<file path="config.mk">
export PLATFORM = sky130hd
export DESIGN_NAME = dmht_mod
export DESIGN_NICKNAME = d
export VERILOG_FILES = /design/src/dmht_pkg.sv /design/src/dmht_mod.sv
export SDC_FILE = /design/constraint.sdc
export NUM_CORES = 1
export LEC_CHECK = 0
export ABC_AREA = 1
export BUFFER_PORTS_ARGS = -buffer_cell sky130_fd_sc_hd__buf_4
export CORE_MARGIN = 4
export CORE_UTILIZATION = 50
export DETAILED_ROUTE_END_ITERATION = 12
export GPL_TIMING_DRIVEN = 0
export HOLD_SLACK_MARGIN = 0.06
export PLACE_DENSITY = 0.78
export SLEW_MARGIN = 25
export SYNTH_ARGS = -nofsm -noshare
export SYNTH_HDL_FRONTEND = slang
export SYNTH_SLANG_ARGS = --single-unit
</file>
<file path="constraint.sdc">
create_clock -name clk -period 2.5 [get_ports clk]
set_input_delay 0 -clock clk [delete_from_list [all_inputs] [get_ports clk]]
set_output_delay 0 -clock clk [all_outputs]
set_load 0.02 [all_outputs]
</file>
<file path="src/dmht_pkg.sv">
// shared types and constants of the direct-mapped hash table
// no dependencies; imported by the modulo unit and the top level
package dmht_pkg;

  localparam int KEY_W   = 64;
  localparam int PRICE_W = 32;
  localparam int CFG_W   = 9;
  localparam int BYTE_W  = 8;

  // the modulo unit retires two dividend bits per cycle
  localparam int MOD_STEPS  = 4;
  localparam int MOD_STEP_W = 2;

  typedef enum logic [1:0] {
    OP_INSERT = 2'd0,
    OP_DELETE = 2'd1,
    OP_LOOKUP = 2'd2,
    OP_NONE   = 2'd3
  } op_t;

  // modulo unit status toward the controller
  typedef struct packed {
    logic              done;
    logic [BYTE_W-1:0] rem;
  } mod_res_t;

endpackage

</file>
<file path="src/dmht_mod.sv">
// radix-4 restoring remainder of a name byte by the bucket count
// depends on dmht_pkg
module dmht_mod import dmht_pkg::*; #(
  parameter int DIV_W = 9
) (
  input  logic              clk,
  input  logic              rst,
  input  logic              start,
  input  logic [BYTE_W-1:0] dividend,
  input  logic [DIV_W-1:0]  divisor,
  output mod_res_t          res
);

  localparam int CW = (DIV_W > BYTE_W + 1) ? DIV_W : BYTE_W + 1;

  logic                  busy;
  logic                  done;
  logic [MOD_STEP_W-1:0] step;
  logic [BYTE_W-1:0]     dvd;
  logic [DIV_W-1:0]      dsr;
  logic [BYTE_W-1:0]     rem;

  logic [CW-1:0]     dsr_w;
  logic [CW-1:0]     t1;
  logic [CW-1:0]     t1_sub;
  logic [BYTE_W-1:0] r1;
  logic [CW-1:0]     t2;
  logic [CW-1:0]     t2_sub;
  logic [BYTE_W-1:0] r2;

  // two restoring steps; the partial remainder always stays below 256
  always_comb begin
    dsr_w  = CW'(dsr);
    t1     = CW'({rem, dvd[BYTE_W-1]});
    t1_sub = (t1 >= dsr_w) ? (t1 - dsr_w) : t1;
    r1     = t1_sub[BYTE_W-1:0];
    t2     = CW'({r1, dvd[BYTE_W-2]});
    t2_sub = (t2 >= dsr_w) ? (t2 - dsr_w) : t2;
    r2     = t2_sub[BYTE_W-1:0];
  end

  // step control
  always_ff @(posedge clk) begin
    if (rst) begin
      busy <= 1'b0;
      done <= 1'b0;
      step <= '0;
    end else begin
      done <= busy && !start && (step == MOD_STEP_W'(MOD_STEPS - 1));
      if (start) begin
        busy <= 1'b1;
        step <= '0;
      end else if (busy) begin
        step <= step + MOD_STEP_W'(1);
        if (step == MOD_STEP_W'(MOD_STEPS - 1)) begin
          busy <= 1'b0;
        end
      end
    end
  end

  // datapath registers
  always_ff @(posedge clk) begin
    if (start) begin
      dvd <= dividend;
      dsr <= divisor;
      rem <= '0;
    end else if (busy) begin
      dvd <= {dvd[BYTE_W-3:0], 2'b00};
      rem <= r2;
    end
  end

  assign res.done = done;
  assign res.rem  = rem;

endmodule

</file>
-- Word-level counts from Yosys, hierarchy flattened
Index checks and enable logic that the tools add are counted.
Widths: inputs -> output; s select.
- input port bits: 20
- memories: 0
- output and inout port bits: 9
- flip-flop bits (word level): 29
- bits in writable memories: 0
- ROM bits: 0
- latch bits: 0
- multipliers: 0
- shift operators: 0
- div/mod/pow operators: 0
- reductions and logical operators: 5
- magnitude comparators: 2
- bitwise gates (word level): 0
- equality and inequality tests: 1
- muxes and demuxes: 7
- add/sub/neg operators: 3
- operators by type and width (cell ; count):
    $mux 8 ; 4
    $ge 9x9->1 ; 2
    $sub 8x8->8 ; 2
    $mux 1 ; 3
    $add 2x1->2 const B ; 1
    $eq 2x2->1 const B ; 1
    $logic_and 1x1->1 ; 2
    $reduce_bool 2->1 ; 1
    $reduce_or 2->1 ; 1
    $logic_not 1->1 ; 1

-- Logic depth before layout (Yosys ltp)
- depth after elaboration: 4
- gate-level depth with buffers: 22

-- Least setup slack after synthesis
OpenSTA, ideal clock, no wires.
- kind: register to register
- from: register rem[1]
- to: register rem[5]
- arrival: 2.527 ns
- data required time: 2.387 ns
- period minus slack after synthesis: 2.640 ns
- cell stages (with the launch flop): 21
- slack: -0.140 ns
- library setup time: 0.113 ns
- cell sequence: dfxtp_1 ha_1 nand2_1 nand2_1 nand2_1 nand2_1 nor2_1 nor2_1 nor2_1 nand2_1 nand2_1 o21ai_0 ha_1 nand2_1 inv_1 a21oi_2 nand3_1 nor2_4 nand3_1 nand3_1 nand2_1
- word-level cells in the longest chain between the ends: 4
- elaborated cells between the ends (all ways): 6
- ends and longest elaborated chain (element ; RTL line ; RTL):
    from (decl) ; dmht_mod.sv:21 ; logic [BYTE_W-1:0] rem;
    from (signal assigned) ; dmht_mod.sv:70 ; rem <= r2;
    $sub 8x8->8 / $ge 9x9->1 (equally long branches) ; dmht_mod.sv:35 ; t1_sub = (t1 >= dsr_w) ? (t1 - dsr_w) : t1;
    $mux 8 (*) ; dmht_mod.sv:35 ;
    $sub 8x8->8 / $ge 9x9->1 (equally long branches) ; dmht_mod.sv:38 ; t2_sub = (t2 >= dsr_w) ? (t2 - dsr_w) : t2;
    $mux 8 (*) ; dmht_mod.sv:38 ;
Every way passes the cells marked *; elsewhere a longest branch is shown, timed or not.
A chain may end at the register's enable or synchronous reset.

-- Worst setup path after layout
- from: register dvd[7]
- to: register rem[4]
- word-level cells in the longest chain between the ends: 4
- elaborated cells between the ends (all ways): 6
- ends and longest elaborated chain (element ; RTL line ; RTL):
    from (decl) ; dmht_mod.sv:19 ; logic [BYTE_W-1:0] dvd;
    from (signal assigned) ; dmht_mod.sv:65 ; dvd <= dividend;
    from (signal assigned) ; dmht_mod.sv:69 ; dvd <= {dvd[BYTE_W-3:0], 2'b00};
    $sub 8x8->8 / $ge 9x9->1 (equally long branches) ; dmht_mod.sv:35 ;
    $mux 8 (*) ; dmht_mod.sv:35 ;
    $sub 8x8->8 / $ge 9x9->1 (equally long branches) ; dmht_mod.sv:38 ;
    $mux 8 (*) ; dmht_mod.sv:38 ;
Marks and branches as above.

==> impl_metrics.yaml <==
placed_design:
  dpl.hpwl_um: 3658
  place_area_mm2: 0.002497
  post-place-cells: 378
  io_buffer_count: 28
  dp_worst_setup_slack_ns: -0.5292
  gp_congestion: 0.8716
pwr:
  p_leak_uw: 0.001650
  vdd_drop_max_mv: 0.4112
  pwr_density_cell_mw_per_mm2: 577.3
worst_hold_path:
  min_to: "dsr[0]"
  whs_path_depth: 2
  min-delay-start: "divisor[0]"
  min_path_type: "in -> reg"
sta:
  whs_ns: 0.4384
  rsz0062_at_grt: "yes"
  fmax_mhz: 341.0
  setup_violations: 8
  skew_ns: 0.003635
  hold_viol_final: 0
  post-route-min-period_ns: 2.932
  post-route-period-util: 1.173
  setup_slack_ns: -0.4323
  tightest_slew_ns: 0.8160
  drv_slew: 0
  slew_headroom: 0.4540
yosys:
  yosys_warnings: 0
  yosys.area.top_type_share: 0.2383
  synth-seq-area-share: 0.3505
  syn-num-nets: 341
  synth.distinct_cells: 28
  synth.largest_area_cell: "edfxtp_1"
  synth.avg_cell_area_um2: 7.140
  netlist_area_mm2: 0.002142
  synthTopCellsByArea: "edfxtp_1, nand2_1, dfxtp_1"
  netlist_instances: 300
  synth-seq-cells: 29
final_layout:
  instances_no_fill: 424
  drive_above_1_share: 0.3930
  num-nets-final: 414
  diodes: 0
  final_cell_area_mm2: 0.003229
  area_delta_synth_final_pct: 50.76
route:
  wl_per_cell_um: 14.69
  ant_nets: 0
  avgViaCountPerCell: 5.302
  dr.first_iter.drc_count: 154
  wl_um: 6229
  dr.pass1.iters: 4
  vias: 2248
  drc: 0
grt:
  grt_max_degree: 13
  antenna_found_initial: 0
  grt_pass1_wl_um: 9218
  first_global_vias: 2088
  grt_overflow: 0
  track_usage: 0.2208
cts:
  clk_path_buf_depth: 2
  clkSlewWorstSetupHoldPaths_ns: 0.07
  htreeDepth: 2
  cts_tree: "built"
  cts.sinks: 29
  insertion_delay_ns: 0.28
  cts_buffers: 5
  cts_root_buf: "clkbuf_8"
run_status:
  status: "complete, but fails checks"
  violations: "setup timing"
setup_path:
  arrival_ns: 3.10
  ff2ff_path_depth: 19
  r2r_start: "dvd[7]"
  worstSetupEndpointType: "register"
  crit_path_start_kind: "register"
  reg2reg_to: "rem[4]"
  r2r_slack_ns: -0.43
  critical_path_class: "reg -> reg"
  cp.required_ns: 2.67
  crit_path_max_fanout: 7
floorplanning:
  initial_core_util: 0.5279
  rows: 23
  die_h_um: 73.46
  die-area_mm2: 0.005396
  pin_count: 29
  die_x_um: 73.46
  coreArea_mm2: 0.004058
flow_run:
  drv_cap: 0
[per-layer routing]
metal,share of wire,track usage,wire length [um]
met5,0,0,0
met2,0.53,0.3986,3309
met3,0.049,0.03967,305
met1,0.39,0.2645,2429
met4,0.030,0.06439,184
[timing repair]
| item | 4_1_cts | 5_1_grt |
|---|---|---|
| buffers inserted | 9 | 10 |
| hold endpoints to repair | 30 | 0 |
| pin swaps | 13 | 21 |
| gates resized for setup | 34 | 33 |
| setup endpoints to repair | 8 | 8 |
| hold buffers | 19 | 0 |
[synth_stat cells]
| master | instances |
|---|---|
| inv_2 | 1 |
| nand4_2 | 1 |
| nand2_1 | 118 |
| nor2_4 | 1 |
| nand3b_1 | 1 |
| a21oi_2 | 1 |
| dfxtp_1 | 12 |
| xnor2_1 | 4 |
| a211oi_1 | 1 |
| ha_1 | 19 |
| nand3_2 | 1 |
| o21ai_0 | 2 |
| nand2_2 | 6 |
| or2_2 | 1 |
| buf_4 | 1 |
| nand4_1 | 2 |
| edfxtp_1 | 17 |
| nor2_1 | 21 |
| a21o_1 | 1 |
| inv_1 | 46 |
| xor2_1 | 3 |
| fa_1 | 2 |
| nand2_4 | 1 |
| inv_6 | 1 |
| nand3_1 | 20 |
| buf_2 | 1 |
| a21oi_1 | 14 |
| nand2_8 | 1 |
[worst max-delay path, stage by stage (launching register included)]
cell,delay [ns]
edfxtp_1,0.42
inv_1,0.08
ha_2,0.18
inv_2,0.04
fa_2,0.36
inv_2,0.08
nor2_4,0.04
nor2_1,0.13
xnor2_1,0.10
nand2_1,0.10
nand2_1,0.10
ha_4,0.17
nand2_1,0.06
nand2_1,0.11
a21oi_4,0.21
nand3_2,0.11
nor2_4,0.26
nand3_2,0.09
nand2_1,0.09
nand2_1,0.07
[placed cells by master (no fill, tap or decap), types with 2 or more instances in the layout]
cell type	instances
nand2_1	100
buf_4	48
inv_1	33
nand2_2	23
dlygate4sd3_1	19
edfxtp_1	17
ha_4	15
nor2_1	14
inv_2	13
a21oi_1	12
nand3_2	11
nand3_1	10
dfxtp_2	7
clkbuf_8	6
nor2_2	5
dfxtp_1	5
xnor2_1	4
nor2_4	3
xor2_1	3
ha_1	3
a21oi_2	2
nand2_4	2
nand4_1	2
[state kept, by name (all words and copies together), names as in the netlist]
signal,cells
step,2
dsr,9
busy,1
done,1
rem,8
dvd,8
[metrics by stage]
stage               power [uW]  setup TNS [ns]  utilization
floorplan                984.6        -0.03523            -
CTS                       1738          -2.423       0.7407
global placement          1108          -3.178       0.6155
finish                    1864          -3.157       0.7959
global route              1968          -4.188       0.7959
detailed placement        1119          -3.869       0.6155
[power breakdown]
part           switching [uW]  internal, uW  total, uW
Combinational             424           345        769
Sequential               33.3           551        584
Clock                     188           324        512
[logic make-up after synthesis]
family	share of synthesized area
AOI/OAI and AO/OA	0.04849
and+or+nand+nor	0.3505
DFF	0.3505
xor gates and xnor gates	0.02862
adders and majority gates	0.1297
buffers and inverters	0.09229
[cell type report]
| type | count | area (um^2) |
|---|---|---|
| clock inverters | 2 | 37.54 |
| flip-flops and latches | 29 | 759.5 |
| inverters | 48 | 190.2 |
| clock buffers | 6 | 82.58 |
| repair buffers | 66 | 543.0 |
| well taps | 50 | 62.56 |
| fillers | 252 | 828.3 |
| plain buffers | 2 | 12.51 |
| multi-input cells | 221 | 1541 |
[worst max-delay path by stage]
stage               startpoint  endpoint  slack [ns]  depth (start not counted)
floorplan               dvd[7]    rem[5]       -0.02                         18
detailed placement      dsr[1]    rem[0]       -0.53                         18
global placement        dsr[1]    rem[0]       -0.41                         18
global route            dvd[7]    rem[4]       -0.57                         19
finish                  dvd[7]    rem[4]       -0.43                         19
CTS                     dvd[7]    rem[7]       -0.32                         21
(Power assumes the default switching activity.)
