===== src/dmht_ram.sv =====
// generic single write port, single read port ram with registered read
// no dependencies
module dmht_ram #(
  parameter int WIDTH = 8,
  parameter int DEPTH = 16
) (
  input  logic                     clk,
  input  logic                     we,
  input  logic [$clog2(DEPTH)-1:0] waddr,
  input  logic [WIDTH-1:0]         wdata,
  input  logic [$clog2(DEPTH)-1:0] raddr,
  output logic [WIDTH-1:0]         rdata
);

  logic [WIDTH-1:0] mem [DEPTH];

  // write port
  always_ff @(posedge clk) begin
    if (we) begin
      mem[waddr] <= wdata;
    end
  end

  // registered read port
  always_ff @(posedge clk) begin
    rdata <= mem[raddr];
  end

endmodule


===== config.mk =====
export PLATFORM = sky130hd
export DESIGN_NAME = dmht_ram
export DESIGN_NICKNAME = d
export VERILOG_FILES = /design/src/dmht_ram.sv
export SDC_FILE = /design/constraint.sdc
export NUM_CORES = 1
export LEC_CHECK = 0
export BUFFER_PORTS_ARGS = -buffer_cell sky130_fd_sc_hd__buf_4
export CORE_ASPECT_RATIO = 1.5
export CORE_MARGIN = 1
export CORE_UTILIZATION = 35
export DETAILED_ROUTE_END_ITERATION = 12
export PLACE_DENSITY = 0.59
export SYNTH_ARGS = -nofsm -noshare
export SYNTH_HDL_FRONTEND = slang
export SYNTH_SLANG_ARGS = --single-unit
export TNS_END_PERCENT = 100

===== constraint.sdc =====
create_clock -name clk -period 1.8 [get_ports clk]
set_input_delay 0.09 -clock clk [delete_from_list [all_inputs] [get_ports clk]]
set_output_delay 0.09 -clock clk [all_outputs]
set_load 0.02 [all_outputs]

Word level (Yosys, flattened, before mapping)
Memories as Yosys holds them, arrays and structs flattened. A register that Yosys moved wholly into a read port is not among the register bits.
Index checks and enable logic that the tools add are counted.

storage, ports and cells
  output and inout port bits = 8
  RAM bits = 128
  memories = 1
  word-level logic and storage cells = 3
  flip-flop bits (word level) = 0
  input port bits = 18

operators by class
  muxes and demuxes = 2

memories
  memory  depth  bits a word  rd ports  clocked after memory_dff  write ports  line  text
  mem     16     8            1         1                         1            15    logic [WIDTH-1:0] mem [DEPTH];

operators with widths
  kind               count
  1-bit two-way mux  2

Logic depth before layout (Yosys ltp)
Gate-level depths: netlist (run 1).

  depth after elaboration = 2
  gate-level depth with buffers = 5
  depth with buffers taken out = 3

Least setup slack after synthesis (run 1)
Ideal clock, no wire load.

  path kind = in2reg
  start point = in waddr[2]
  end point = mem mem[0][0] (enable)
  arrival = 1.200 ns
  required time = 1.417 ns
  stages = 2
  path buffers = 0
  library setup time = 0.383 ns
  slack = 0.217 ns
  cells stage by stage = or3b_2 -> nor3_1

RTL lines
  item             line  text
  start, declared  9     input logic [$clog2(DEPTH)-1:0] waddr,
  end, declared    15

No word-level cell before the write port.

==> results.txt, run 1 <==
Cells along the critical path = mux4_1 -> a22oi_1 -> nand2_1
Largest net degree at the start of global routing = 30
Adder-cell share of the synthesized area = 0%
Multiplexer area fraction after synthesis = 15.0%
Final net count = 309
DRC = 0
Final setup margin = 0.463 ns
First-pass GRT wire length = 14.7 mm
Synth Area in XOR/XNOR = 0%
Vias/cell = 4.88
Initial antenna violation count = 0
Worst IR Drop VDD = 0.583 mV
Filler Cell Count = 1227
Number of synthesized flops with an enable pin = 128
Horiz. Die Dim = 101 um
Vias in the first global route = 2497
Root buf cell = clkbuf_16
Worst slew margin = 52.3%
#FFs+latches synth = 136
Register area share after synthesis = 77.8%
Register area = 4000 um^2
Hold Crit Class = input port to flop
Fmax = 748 MHz
Layout cells sized above 1 = 31.6%
All-Layer GR Usage = 14.5%
CTS Buf Count = 17
Hold Path Origin = wdata[2]
Detail Placement HPWL = 6.32 mm
Gpl congestion = 0.682
Final min period = 1.34 ns
H-tree levels = 4
R2R Path End = rdata[2]
Yosys cell types = 19
Yosys warning total = 0
Worst Setup Path Type = flop to flop
Setup_tns = 0 ns
Asr flop ratio synth = 0%
Most instantiated cells after synthesis = edfxtp_1, mux4_2, a22oi_1, mux4_1, nor2_1
Endpoints failing hold = 0
Setup crit end kind = flop
Worst skew pair latency = 0.41 ns
Post-Synth Simple-Gate Area = 3.18%
Synth Cell Area = 5150 um^2
Reg2reg start = mem[2][2]
Final Core Density = 44.9%
Wirelength per Cell = 19.9 um
Largest family of logic cells by synthesized area = multiplexers
Pwr Density = 1190 nW/um^2
Max Cap Viol = 0
Most common cell in the netlist = edfxtp_1
Post-Syn Nets = 247
Yosys top cell area share = 74.7%
Worst Hold Endpoint = mem[3][2]
Place WS = 0.203 ns
Leakage power = 2.17 nW
Grt ovf = 0
Worst path top cell family by delay = multiplexers
Ys flop type = edfxtp_1
Final WL = 9.85 mm
Layout area overhead = 23.8%
Die H = 151 um
Post-CTS Repair Setup Buffers = 0
CP peak stage delay = 0.49 ns
1st-iter DRT viols = 144
Port Buf Inserts = 25
Final Cycle Share = 74.3%
Layout Skew = 0.00649 ns
Die area = 15200 um^2
Hold path depth = 1
TritonRoute pass-1 iters = 4
Core Region = 14200 um^2
Setup crit start kind = flop
Worst reg-to-reg setup slack = 0.46 ns
CP Buf/Inv Count = 0
DR vias = 2422
Design Area, Final = 6370 um^2
Max-slew violation count = 0
Pin slew with the least headroom to its limit = 0.713 ns
Initial Util = 36.3%
# setup viols final = 0
Compound-Gate Fraction of Synth Area = 2.33%
Worst EP arrival = 1.63 ns
Ant diodes = 0
Clock Path Buffers = 2
CP max FO = 1
Reg2Reg Depth = 3
Ports = 26
Num rows = 53
Synth area leaders = edfxtp_1, mux4_2, mux4_1
CTS tree = yes
Post-Synthesis Cells = 229
RSZ-0062 raised after global routing = no
Post-synthesis area per instance = 22.5 um^2
Area of the multi-input gates = 1060 um^2
Clock Sinks = 136
Routed Antenna Nets = 0
WP data required = 2.09 ns
CTS clk-pin slew, worst paths = 0.06 ns
Status = completed
Slowest-stage cell, CP = mux4_1
Leading area contributor after synthesis = edfxtp_1
DP Area = 5670 um^2
[flip-flops by register name (all words and copies together), names as in the netlist]
| signal | cells |
|---|---|
| mem | 128 |
| rdata | 8 |
[kinds of logic (layout without fill, tap and decap cells)]
logic type | Yosys count | in the layout
DFF | 136 | 136
buffers and inverters | 10 | 85
and+or+nand+nor | 35 | 35
AOI/OAI and AO/OA | 16 | 16
muxes | 32 | 32
[worst max-delay path by stage]
stage / from / end / cells after the start
2_1_floorplan: waddr[2] / mem[0][0] / 2
3_3_place_gp: raddr[0] / rdata[2] / 5
3_5_place_dp: raddr[0] / rdata[2] / 5
4_1_cts: mem[5][2] / rdata[2] / 3
5_1_grt: mem[10][3] / rdata[3] / 3
6_report: mem[2][2] / rdata[2] / 3
[routing by layer]
layer	vias up	global-route usage (%)	share of wire [%]
met5	-	0	0
met4	0	7.46	2.3
met3	18	4.41	4.4
met2	68	23.5	53
met1	1242	17.4	40
li1	1094	-	-
[per-stage QoR]
| step | power (mW) | std cells | hold slack (ns) |
|---|---|---|---|
| 2_1_floorplan | 3.83 | 229 | 0.189 |
| 3_3_place_gp | 4.01 | 457 | 0.409 |
| 3_5_place_dp | 4.01 | 457 | 0.415 |
| 4_1_cts | 7.66 | 496 | 0.00310 |
| 5_1_grt | 7.81 | 496 | 0.0125 |
| 6_report | 7.58 | 496 | 0.0176 |
[repair_timing]
item / CTS / global route
hold buffers: 7 / 0
hold endpoints to repair: 75 / 0
gates resized for setup: 0 / 0
[where the power goes]
group          total [mW]  switching [mW]  internal, mW  leakage, nW
Clock                3.63            1.25          2.38        0.306
Sequential           3.56          0.0218          3.54         1.22
Combinational       0.386           0.208         0.178        0.640
Total                7.58            1.48          6.10         2.17
[placed cells by master, fill, tap and decap left out]
cell type,instances
or3b_2,1
nand3_1,1
nand2_1,9
edfxtp_1,128
nand3b_1,2
and2b_1,1
dlygate4sd3_1,7
buf_12,2
a22oi_1,16
clkinv_2,4
clkbuf_16,17
nor3_1,4
clkinvlp_4,2
clkinv_4,2
nor2b_1,1
nor2_1,13
and2_1,1
mux4_1,14
dfxtp_1,8
bufinv_16,4
clkinv_1,1
clkbuf_8,2
nand2b_1,2
mux4_2,18
buf_4,44
[area by class of cell]
type / instances / area share (%)
Clock inverter: 13 / 2.77
Tap cell: 192 / 3.77
Timing Repair Buffer: 53 / 6.91
Clock buffer: 19 / 7.11
Multi-Input combinational cell: 83 / 16.6
Sequential cell: 136 / 62.8
[worst register-to-register path: stages (launching register included)]
cell	delay [ns]
edfxtp_1	0.36
mux4_1	0.49
a22oi_1	0.29
nand2_1	0.08
Note: power is estimated with default switching activity, not from simulation.
==> inputs of run 2 (changes only) <==
Settings changed: ABC_AREA set to 1, PLACE_DENSITY 0.59 to 0.61.
Clock period 1.8 ns to 1.17 ns, I/O delays scaled along.
==> run 2 against run 1 <==
Count of clock-buffer cells in the layout is the same. Sequential share of layout area shrank 5.5 points. Sequential power grew 54%. Critical endpoint is now rdata[0]. Utilization shrank 1.7 points. Register-to-register slack lost 0.31 ns. Cell count grew 67%. Combinational power grew 96%. Cell area grew 9.7%. Global-route usage grew 0.79 points. Critical path type is now flop to primary output.
==> results.txt, run 2 <==
Setup crit end kind = primary output
Max Cap Viol = 0
Number of synthesized flops with an enable pin = 128
Cells after DPL = 788
# setup viols final = 0
Fmax = 987 MHz
All-Layer GR Usage = 15.3%
Reg2Reg Depth = 6
Setup_tns = 0 ns
Synth area leaders = edfxtp_1, nand2_1, nand3_1
#FFs+latches synth = 136
Synth Cell Area = 5770 um^2
1st-iter DRT viols = 188
Most common cell in the netlist = nand2_1
Final net count = 627
Clock Path Buffers = 2
Register area share after synthesis = 69.4%
Layout cells sized above 1 = 14.1%
Worst IR Drop VDD = 1.09 mV
Leakage power = 3.03 nW
Ports = 26
Final Cycle Share = 86.6%
Most frequent cells in the layout = nand2_1, edfxtp_1, inv_1
Worst skew pair latency = 0.41 ns
Core Region = 16200 um^2
Initial Util = 35.6%
Worst EP arrival = 0.95 ns
Final WL = 12.2 mm
Place WS = 0.0152 ns
Vias in the first global route = 3696
Wirelength per Cell = 14.7 um
DP Area = 6330 um^2
DRC = 0
Hold Slack = 0.0114 ns
Layout Skew = 0.00885 ns
Hold path depth = 1
Pwr Density = 1620 nW/um^2
Largest register FFs = 128
Ys flop type = edfxtp_1
Post-Synthesis Cells = 551
Asr flop ratio synth = 0%
RSZ-0062 raised after global routing = no
Status = completed
CP Buf/Inv Count = 1
Initial antenna violation count = 0
Cells along the critical path = buf_4
Grt ovf = 0
Pin slew with the least headroom to its limit = 0.296 ns
Horiz. Die Dim = 107 um
CP max FO = 1
Root buf cell = clkbuf_16
WP data required = 1.11 ns
Endpoints failing hold = 0
CTS Buf Count = 17
Largest regs = mem x128, rdata x8
Biggest register = mem
Gpl congestion = 0.838
Largest net degree at the start of global routing = 35
Die area = 17000 um^2
Filler Cell Count = 1480
Vias/cell = 4.55
Yosys cell types = 12
Post-CTS Repair Setup Buffers = 0
Most common cell after layout, fill and taps aside = nand2_1
Port Buf Inserts = 25
CTS tree = yes
CTS clk-pin slew, worst paths = 0.06 ns
Critical Path Stages = 1
H-tree levels = 4
Layout area overhead = 21.2%
DR vias = 3771
Leading area contributor after synthesis = edfxtp_1
Worst path top cell family by delay = flip-flops
Design Area, Final = 6990 um^2
Clock Sinks = 136
TritonRoute pass-1 iters = 4
Final setup margin = 0.157 ns
Worst slew margin = 80.2%
Die H = 159 um
Non-filler cells, final = 828
Num rows = 57
Post-Syn Nets = 569
Routed Antenna Nets = 0
Yosys top cell area share = 66.7%
Worst Setup Path Type = flop to primary output
CP peak stage delay = 0.38 ns
Slowest-stage cell, CP = dfxtp_1
Post-synthesis area per instance = 10.5 um^2
Final min period = 1.01 ns
Most instantiated cells after synthesis = nand2_1, edfxtp_1, inv_1, nand3_1, nor2_1
First-pass GRT wire length = 19.2 mm
Final Core Density = 43.2%
Setup crit start kind = flop
Detail Placement HPWL = 8.25 mm
Final Total Pwr = 11.3 mW
Ant diodes = 0
Hold Crit Class = input port to flop
Yosys warning total = 0
Max-slew violation count = 0
## run 2: per-layer routing
metal  up-vias  share of wire [%]  global-route usage [%]
li1       1887                  -                       -
met1      1759                 40                    16.9
met2       101                 54                    27.3
met3        24                3.7                    3.32
met4         0                2.6                    7.29
met5         -                  0                       0
## run 2: worst paths after layout
kind / startpoint / to / slack, ns
hold reg to reg: mem[12][2] / rdata[2] / 0.67
setup / recovery: rdata[0] / rdata[0] / 0.16
hold / removal: wdata[7] / mem[6][7] / 0.01
setup reg to reg: mem[1][7] / rdata[7] / 0.16
## run 2: final cells by class
cell class / instances / area (um^2) / area share [%]
Tap cell: 206 / 258 / 3.69
Multi-Input combinational cell: 289 / 1210 / 17.4
Timing Repair Buffer: 63 / 556 / 7.95
Clock inverter: 13 / 130 / 1.86
Sequential cell: 136 / 4000 / 57.3
Clock buffer: 19 / 443 / 6.34
Inverter: 102 / 383 / 5.48
## run 2: cell families (layout without fill, tap and decap cells)
logic type / count (synthesis) / in the layout / share of synthesized area (%)
and+or+nand+nor: 289 / 289 / 21.0
DFF: 136 / 136 / 69.4
buffers and inverters: 126 / 197 / 9.52
## run 2: timing repair
action,in CTS,in global routing
resized for setup,0,0
hold endpoints to repair,113,0
setup endpoints to repair,0,0
hold buffers,8,0
## run 2: power breakdown
part | leakage [nW] | switching (mW) | total (mW) | internal, mW
Combinational | 1.52 | 0.478 | 0.757 | 0.278
Sequential | 1.22 | 0.0410 | 5.49 | 5.45
Clock | 0.279 | 1.93 | 5.10 | 3.17
Total | 3.03 | 2.45 | 11.3 | 8.90
==> inputs of run 3 (changes only) <==
Settings changed: CORE_UTILIZATION 35 to 42, PLACE_DENSITY 0.61 to 0.69.
==> run 3 against run 2 <==
The flow now finishes with violations (DRC). Clock skew decreased by 0.0020 ns. Cell count decreased by 5.7%. First-iteration DRC count increased by 23%. Count of clock-buffer cells in the layout decreased by 1. Die area decreased by 16%. Worst hold slack improved by 0.0070 ns. Critical endpoint is now rdata[4]. Largest cell class unchanged. Highest routed layer unchanged.
==> results.txt, run 3 (synthesized netlist as in run 2, its figures left out) <==
Met2 routed WL = 6.84 mm
Largest regs = mem x128, rdata x8
Port Buf Inserts = 25
Final Cycle Share = 87.6%
Critical Path Stages = 1
Post-CTS Repair Setup Buffers = 0
Max-slew violation count = 0
Core Region = 13500 um^2
Final min period = 1.03 ns
Pwr Density = 1700 nW/um^2
Gpl congestion = 0.854
Resize count post-CTS = 0
Failing checks = DRC
Setup crit start kind = flop
Wirelength per Cell = 16.2 um
Worst slew margin = 78.5%
Layout Skew = 0.00687 ns
Detail Placement HPWL = 8.30 mm
First-pass GRT wire length = 20.1 mm
Worst skew pair latency = 0.41 ns
RSZ-0062 raised after global routing = no
1st-iter DRT viols = 231
CP max FO = 1
Endpoints failing hold = 0
CTS Buf Count = 17
Num rows = 52
Slowest-stage cell, CP = dfxtp_1
Uppermost layer routed = met4
CP peak stage delay = 0.39 ns
Setup_tns = 0 ns
Layout cells sized above 1 = 13.6%
Final WL = 12.7 mm
Ports = 26
Most frequent cells in the layout = nand2_1, edfxtp_1, inv_1
Routed Antenna Nets = 0
Die area = 14200 um^2
Worst Setup Path Type = flop to primary output
WP data required = 1.11 ns
Largest net degree at the start of global routing = 38
Clock Sinks = 136
CP Buf/Inv Count = 1
Grt ovf = 0
Worst EP arrival = 0.97 ns
Horiz. Die Dim = 97.7 um
Hold-fix buffers at CTS = 8
Biggest register = mem
Most common cell after layout, fill and taps aside = nand2_1
# setup viols final = 0
Setup crit end kind = primary output
Filler Cell Count = 1094
DRC = 2
Vias in the first global route = 3907
Initial Util = 42.8%
Largest register FFs = 128
Final net count = 624
Area of the multi-input gates = 1210 um^2
Wire length on met3 = 491 um
TritonRoute pass-1 iters = 8
Leakage power = 3.03 nW
Die H = 146 um
Ant diodes = 0
Initial antenna violation count = 0
Max Cap Viol = 0
DR vias = 3873
Register area = 4000 um^2
Worst IR Drop VDD = 0.982 mV
Hold path depth = 1
CTS clk-pin slew, worst paths = 0.06 ns
Root buf cell = clkbuf_16
Hold Crit Class = input port to flop
Met1 wire length = 4.81 mm
Reg2Reg Depth = 6
Fmax = 976 MHz
Clock Path Buffers = 2
Hold Slack = 0.0185 ns
Worst path top cell family by delay = flip-flops
All-Layer GR Usage = 19.2%
Pin slew with the least headroom to its limit = 0.323 ns
CTS tree = yes
Vias/cell = 4.96
Layout area overhead = 20.5%
Cells along the critical path = buf_4
Status = finished with violations
H-tree levels = 4
[run 3: metrics by stage]
| stage | total power [mW] | cells | setup slack (ns) | instance area (um^2) | utilization (%) |
|---|---|---|---|---|---|
| after floorplan | 6.00 | 551 | 0.161 | 5770 | - |
| after global placement | 6.32 | 741 | 0.0451 | 6240 | 46.4 |
| after detailed placement | 6.33 | 741 | 0.0352 | 6240 | 46.4 |
| after CTS | 11.9 | 781 | 0.107 | 6950 | 51.6 |
| after global routing | 12.1 | 781 | 0.0872 | 6950 | 51.6 |
| final | 11.8 | 781 | 0.145 | 6950 | 51.6 |
[run 3: path summary, 6_finish.rpt]
check,from,endpoint,slack (ns)
max,rdata[4],rdata[4],0.14
min reg2reg,mem[15][4],rdata[4],0.67
min,wdata[7],mem[14][7],0.02
max reg2reg,mem[10][4],rdata[4],0.14
[run 3: routing by layer]
metal	GRT usage, %	up-vias
li1	-	1885
met1	21.3	1831
met2	34.0	122
met3	2.83	35
met4	12.7	0
met5	0	-
[run 3: power breakdown]
group          leakage, nW  switching (mW)  internal (mW)
Sequential            1.22          0.0370           5.45
Combinational         1.50           0.499          0.271
Clock                0.303            1.96           3.58
Total                 3.03            2.49           9.30
[run 3: final cells by class]
class | instances | share of cell area [%]
clock buffers | 18 | 6.18
clock inverters | 14 | 2.79
inverters | 102 | 5.51
multi-input cells | 289 | 17.5
flip-flops and latches | 136 | 57.6
well taps | 162 | 2.92
repair buffers | 60 | 7.49
